[config.mk]
export PLATFORM = sky130hd
export DESIGN_NAME = srs_ctrl
export DESIGN_NICKNAME = d
export VERILOG_FILES = /design/src/srs_pkg.sv /design/src/srs_ctrl.sv
export SDC_FILE = /design/constraint.sdc
export NUM_CORES = 1
export LEC_CHECK = 0
export BUFFER_PORTS_ARGS = -buffer_cell sky130_fd_sc_hd__buf_2
export CORE_MARGIN = 5
export CORE_UTILIZATION = 49
export DETAILED_ROUTE_END_ITERATION = 8
export PLACE_DENSITY = 0.8
export RECOVER_POWER = 100
export SLEW_MARGIN = 10
export SYNTH_ARGS = -nofsm -noshare
export SYNTH_HDL_FRONTEND = slang
export SYNTH_SLANG_ARGS = --single-unit
[constraint.sdc]
create_clock -name i_clk -period 2.2 [get_ports i_clk]
set_clock_uncertainty 0.05 [all_clocks]
set_input_delay 0.55 -clock i_clk [delete_from_list [all_inputs] [get_ports i_clk]]
set_output_delay 0.55 -clock i_clk [all_outputs]
set_load 0.005 [all_outputs]
[src/srs_pkg.sv]
// ----------------------------------------------------------------------------
// srs_pkg: shared types and constants for the stochastic reaction step
// Operation codes, config indexes and the controller/datapath command struct.
// ----------------------------------------------------------------------------
package srs_pkg;

    localparam int SPECIES    = 4;
    localparam int REACTIONS  = 4;
    localparam int COUNT_BITS = 16;

    localparam logic [31:0] LN2_Q32 = 32'd2977044472;

    localparam logic [1:0] OP_START    = 2'd0;
    localparam logic [1:0] OP_STEP_UPD = 2'd1;
    localparam logic [1:0] OP_STEP     = 2'd2;
    localparam logic [1:0] OP_STEP_ALT = 2'd3;

    localparam logic [1:0] ORD_LINEAR = 2'd1;
    localparam logic [1:0] ORD_SQUARE = 2'd2;

    localparam logic [1:0] ST_OK      = 2'd0;
    localparam logic [1:0] ST_ZERO    = 2'd1;
    localparam logic [1:0] ST_CLAMPED = 2'd2;

    localparam logic [2:0] CFG_ORDER  = 3'd0;
    localparam logic [2:0] CFG_CHANGE = 3'd1;
    localparam logic [2:0] CFG_RATE0  = 3'd2;
    localparam logic [2:0] CFG_RATE3  = 3'd5;
    localparam logic [2:0] CFG_START  = 3'd6;

    typedef struct packed {
        logic load;
        logic prop_init;
        logic prop_mul;
        logic prop_mul_hi;
        logic prop_done;
        logic t_lo;
        logic t_hi;
        logic choose;
        logic log_init;
        logic log_sq;
        logic log_fin;
        logic log_mul;
        logic div_init;
        logic div_step;
        logic update;
        logic finish;
    } t_cmd;

    typedef struct packed {
        logic is_start;
    } t_sts;

endpackage

[src/srs_ctrl.sv]
// ----------------------------------------------------------------------------
// srs_ctrl: sequencer for one reaction step
// Walks propensities, choice, logarithm, division, update and output.
// ----------------------------------------------------------------------------
module srs_ctrl
    import srs_pkg::*;
(
    input  logic          i_clk,
    input  logic          i_rst_n,
    input  logic          i_in_valid,
    output logic          o_in_stall,
    output logic          o_out_valid,
    input  logic          i_out_stall,
    input  srs_pkg::t_sts i_sts,
    output srs_pkg::t_cmd o_cmd,
    output logic [1:0]    o_rsel,
    output logic [1:0]    o_ssel
);
    typedef enum logic [10:0] {
        S_IDLE  = 11'b00000000001,
        S_PINIT = 11'b00000000010,
        S_MLO   = 11'b00000000100,
        S_MHI   = 11'b00000001000,
        S_PDONE = 11'b00000010000,
        S_LOG   = 11'b00000100000,
        S_LMUL  = 11'b00001000000,
        S_LFIN  = 11'b00010000000,
        S_DIV   = 11'b00100000000,
        S_UPD   = 11'b01000000000,
        S_OUT   = 11'b10000000000
    } t_state;

    t_state     r_state, n_state;
    logic [1:0] r_r, n_r, r_s, n_s;
    logic [6:0] r_k, n_k;
    logic       r_ov, n_ov;

    assign o_rsel      = r_r;
    assign o_ssel      = r_s;
    assign o_out_valid = r_ov;
    assign o_in_stall  = (r_state != S_IDLE) || (r_ov && i_out_stall);

    always_comb begin
        n_state = r_state;
        n_r = r_r;
        n_s = r_s;
        n_k = r_k;
        n_ov = (r_ov && i_out_stall);
        o_cmd = '0;
        unique case (r_state)
            S_IDLE: begin
                if (i_in_valid && !o_in_stall) begin
                    o_cmd.load = 1'b1;
                    n_r = '0;
                    n_s = '0;
                    n_state = S_PINIT;
                end
            end
            S_PINIT: begin
                if (i_sts.is_start) begin
                    n_state = S_UPD;
                end else begin
                    o_cmd.prop_init = 1'b1;
                    n_s = '0;
                    n_state = S_MLO;
                end
            end
            S_MLO: begin
                o_cmd.prop_mul = 1'b1;
                n_state = S_MHI;
            end
            S_MHI: begin
                o_cmd.prop_mul = 1'b1;
                o_cmd.prop_mul_hi = 1'b1;
                if (r_s == 2'(SPECIES - 1)) n_state = S_PDONE;
                else begin
                    n_s = r_s + 2'd1;
                    n_state = S_MLO;
                end
            end
            S_PDONE: begin
                o_cmd.prop_done = 1'b1;
                if (r_r == 2'(REACTIONS - 1)) begin
                    o_cmd.log_init = 1'b1;
                    n_k = '0;
                    n_state = S_LOG;
                end else begin
                    n_r = r_r + 2'd1;
                    n_state = S_PINIT;
                end
            end
            S_LOG: begin
                o_cmd.log_sq = 1'b1;
                if (r_k == 7'd0) o_cmd.t_lo = 1'b1;
                if (r_k == 7'd1) o_cmd.t_hi = 1'b1;
                if (r_k == 7'd2) o_cmd.choose = 1'b1;
                n_k = r_k + 7'd1;
                if (r_k == 7'd31) n_state = S_LMUL;
            end
            S_LMUL: begin
                o_cmd.log_mul = 1'b1;
                n_state = S_LFIN;
            end
            S_LFIN: begin
                o_cmd.log_fin = 1'b1;
                n_k = '0;
                n_state = S_DIV;
            end
            S_DIV: begin
                if (r_k == 7'd0) o_cmd.div_init = 1'b1;
                else o_cmd.div_step = 1'b1;
                n_k = r_k + 7'd1;
                if (r_k == 7'd80) n_state = S_UPD;
            end
            S_UPD: begin
                o_cmd.update = 1'b1;
                n_state = S_OUT;
            end
            S_OUT: begin
                if (!(r_ov && i_out_stall)) begin
                    o_cmd.finish = 1'b1;
                    n_ov = 1'b1;
                    n_state = S_IDLE;
                end
            end
            default: n_state = S_IDLE;
        endcase
    end

    always_ff @(posedge i_clk) begin
        if (!i_rst_n) begin
            r_state <= S_IDLE;
            r_r <= '0;
            r_s <= '0;
            r_k <= '0;
            r_ov <= 1'b0;
        end else begin
            r_state <= n_state;
            r_r <= n_r;
            r_s <= n_s;
            r_k <= n_k;
            r_ov <= n_ov;
        end
    end
endmodule

==> flow_summary.ini <==
[run_status]
status = finished, violations left
violations = setup timing

[detailed_routing]
vias = 1849
final_antenna_net_count = 0
firstDrtPassIters = 5
drt_iter0_drc = 254
post_drt_wl_per_cell_um = 20.8
vias_per_cell = 6.47
drc = 0
totalWireLength_mm = 5.94

[global_route]
grt_pass1_wl_mm = 8.10
grt_max_degree = 14
grt.overflow.total = 0
grtUsageTotal_pct = 24.4
antenna_found_initial = 0
grt_pass1_vias = 1712

[sta]
rsz0062_at_grt = true
slew_headroom_pct = 62.3
setup_ws_ps = -388
worstMarginPinSlew_ps = 562
max_freq_mhz = 386
setup_viol = 34
min_period_ps = 2590
hold_viol = 0
drv_slew = 0
post-route-period-util_pct = 118

[power]
p_comb_share_pct = 57.4
seq_power_share_pct = 29.2
netSwitchingPower_uw = 636
p_sw_share_pct = 38.6
finalPower_mw = 1.65
power.leakage_nw = 0.992
peakVddDrop_mv = 1.06
clockPowerShare_pct = 13.4
intPower_mw = 1.01
p_per_area_nw_per_um2 = 711

[setup_path]
critical_path_buf_inv_count = 1
r2r_slack_ps = -360
startpoint = r_state[0]$_SDFFE_PN1P_
cp-start-kind = register
cp.required_ps = 1600
critical-path-slowest-cell = or4_4
critPathArrivalTime_ps = 1990
path_delay_family = simple AND/OR/NAND/NOR gates
end_kind = output port
crit_chain = or4_4 > or3_4 > nor2_4 > and2_4 > buf_6
crit_type = register to output port
max_stage_delay_ps = 540
reg2reg_from = r_state[9]$_SDFFE_PN0P_
cp_max_fo = 3

[final_layout]
num-nets-final = 267
syn_to_final_growth_pct = 62.0
drive_gt1_share_pct = 53.3
antenna_cells = 0
final_area_um2 = 2320
stdcell_count = 286
layout_common_cells = 38 x buf_4, 20 x buf_2, 18 x buf_6
final_common_cell = buf_4

[synth]
synthDistinctLibCells = 50
ys_seq_area_share_pct = 32.1
syn_nets = 187
synthCells = 176
ys_warn_count = 0
async_reset_ff_share_pct = 0
synthFlopType = dfxtp_1
synth_seq_cells = 23
synthesis.area_um2 = 1430
synth.avg_cell_area_um2 = 8.15
synth_edf_count = 0

[place]
placed_cells = 262
place.gp.congestion = 0.969
place_area_um2 = 1860
io_buffers = 26
pre_cts_ws_ps = -76.0
dp_hpwl_mm = 3.48

[clock_network]
clockBufferDepth = 2
cts_hold_buf = 0
cts-root-buf = clkbuf_4
h-tree-depth = 1
path_clk_slew_ps = 150
clk_latency_ps = 330
cts_tree = yes
cts_sinks = 23
numCtsBuffers = 3

[floorplanning]
coreArea_um2 = 2780
io_pins = 27
start_util_pct = 51.6
die_y_um = 64.1
dieArea_um2 = 4110
die_width_um = 64.1
row_count = 19

[min_path]
hold_path.class = register to register
min_from = r_k[6]$_SDFFE_PN0P_

[job]
maxCapViolCount = 0
synthesized netlist by cell type, types with 2 or more instances:
cell / number / share of area (%)
nand3_1: 7 / 2.4
mux2i_1: 3 / 2.1
a21boi_0: 2 / 1.0
nor2_1: 25 / 6.5
nand2b_1: 2 / 0.87
a21oi_1: 7 / 2.4
or4_1: 3 / 1.6
ha_1: 6 / 5.2
nor3b_1: 2 / 1.0
nor4b_1: 3 / 1.8
o2111a_1: 2 / 1.6
dfxtp_1: 23 / 32
xor2_1: 2 / 1.2
and3_1: 2 / 0.87
nor3_1: 6 / 2.1
or3_1: 5 / 2.2
nor2b_1: 11 / 4.8
nand4_1: 3 / 1.3
a31oi_1: 2 / 0.87
clkbuf_1: 6 / 1.6
and4_1: 2 / 1.2
and2_1: 4 / 1.7
nand2_1: 10 / 2.6
a22oi_1: 2 / 1.0
inv_1: 4 / 1.0
o21ai_0: 6 / 2.1
o21a_1: 3 / 1.6
final timing paths:
| kind | cells past startpoint | end |
|---|---|---|
| worst min register to register | 2 | r_k[6]$_SDFFE_PN0P_ |
| worst max-delay path | 5 | o_cmd[7] |
| worst min-delay path | 2 | r_k[6]$_SDFFE_PN0P_ |
| worst max register to register | 10 | r_k[6]$_SDFFE_PN0P_ |
metrics by stage:
step	hold WS [ps]	utilization, %	setup TNS [ps]
after floorplan	422	-	-31.7
after global placement	436	66.9	-18.4
after detailed placement	452	66.9	-386
after CTS	465	74.8	-3890
after global routing	481	83.5	-9290
final	500	83.5	-6990
registers in the layout, indices dropped and copies added (netlist names):
| name | count |
|---|---|
| o_out_valid | 1 |
| o_rsel | 2 |
| o_ssel | 2 |
| r_k | 7 |
| r_state | 11 |
repair_timing:
action,in CTS,in global routing
buffers inserted,11,13
pin swaps,19,24
gates resized for setup,32,44
setup endpoints to repair,21,35
power by group through the flow:
stage,clock [mW],combinational (mW),sequential [mW]
3_3_place_gp,0,0.565,0.477
4_1_cts,0.213,0.721,0.479
5_1_grt,0.245,0.991,0.483
6_report,0.222,0.947,0.481
3_5_place_dp,0,0.582,0.482
2_1_floorplan,0,0.326,0.476
cells by family (layout without fill, tap and decap cells):
logic type | after synthesis | count (layout) | synth area share, %
AOI/OAI and AO/OA | 35 | 35 | 17.0
DFF | 23 | 23 | 32.1
adders and majority gates | 6 | 6 | 5.24
xor gates and xnor gates | 3 | 3 | 1.83
buffers and inverters | 11 | 90 | 2.97
and+or+nand+nor | 95 | 95 | 38.7
muxes | 3 | 3 | 2.09
final cells by class:
type / instances / area, µm²
multi-input cells: 142 / 1150
repair buffers: 82 / 616
flip-flops and latches: 23 / 470
fillers: 150 / 459
well taps: 31 / 38.8
clock buffers: 3 / 22.5
inverters: 4 / 15.0
clock inverters: 1 / 5.00
metal layers:
| layer | track usage, % | wire length, µm |
|---|---|---|
| met3 | 5.25 | 521 |
| met4 | 7.38 | 233 |
| met5 | 0 | 0 |
| met2 | 43.6 | 2920 |
| met1 | 29.0 | 2270 |
tightest hold or removal path: cells and delay by family, from the launching register on:
family	cells	cell delay, ps
AO/OA/AOI/OAI	2	160
flip-flops	1	360
Power figures use the tool's default switching activity.
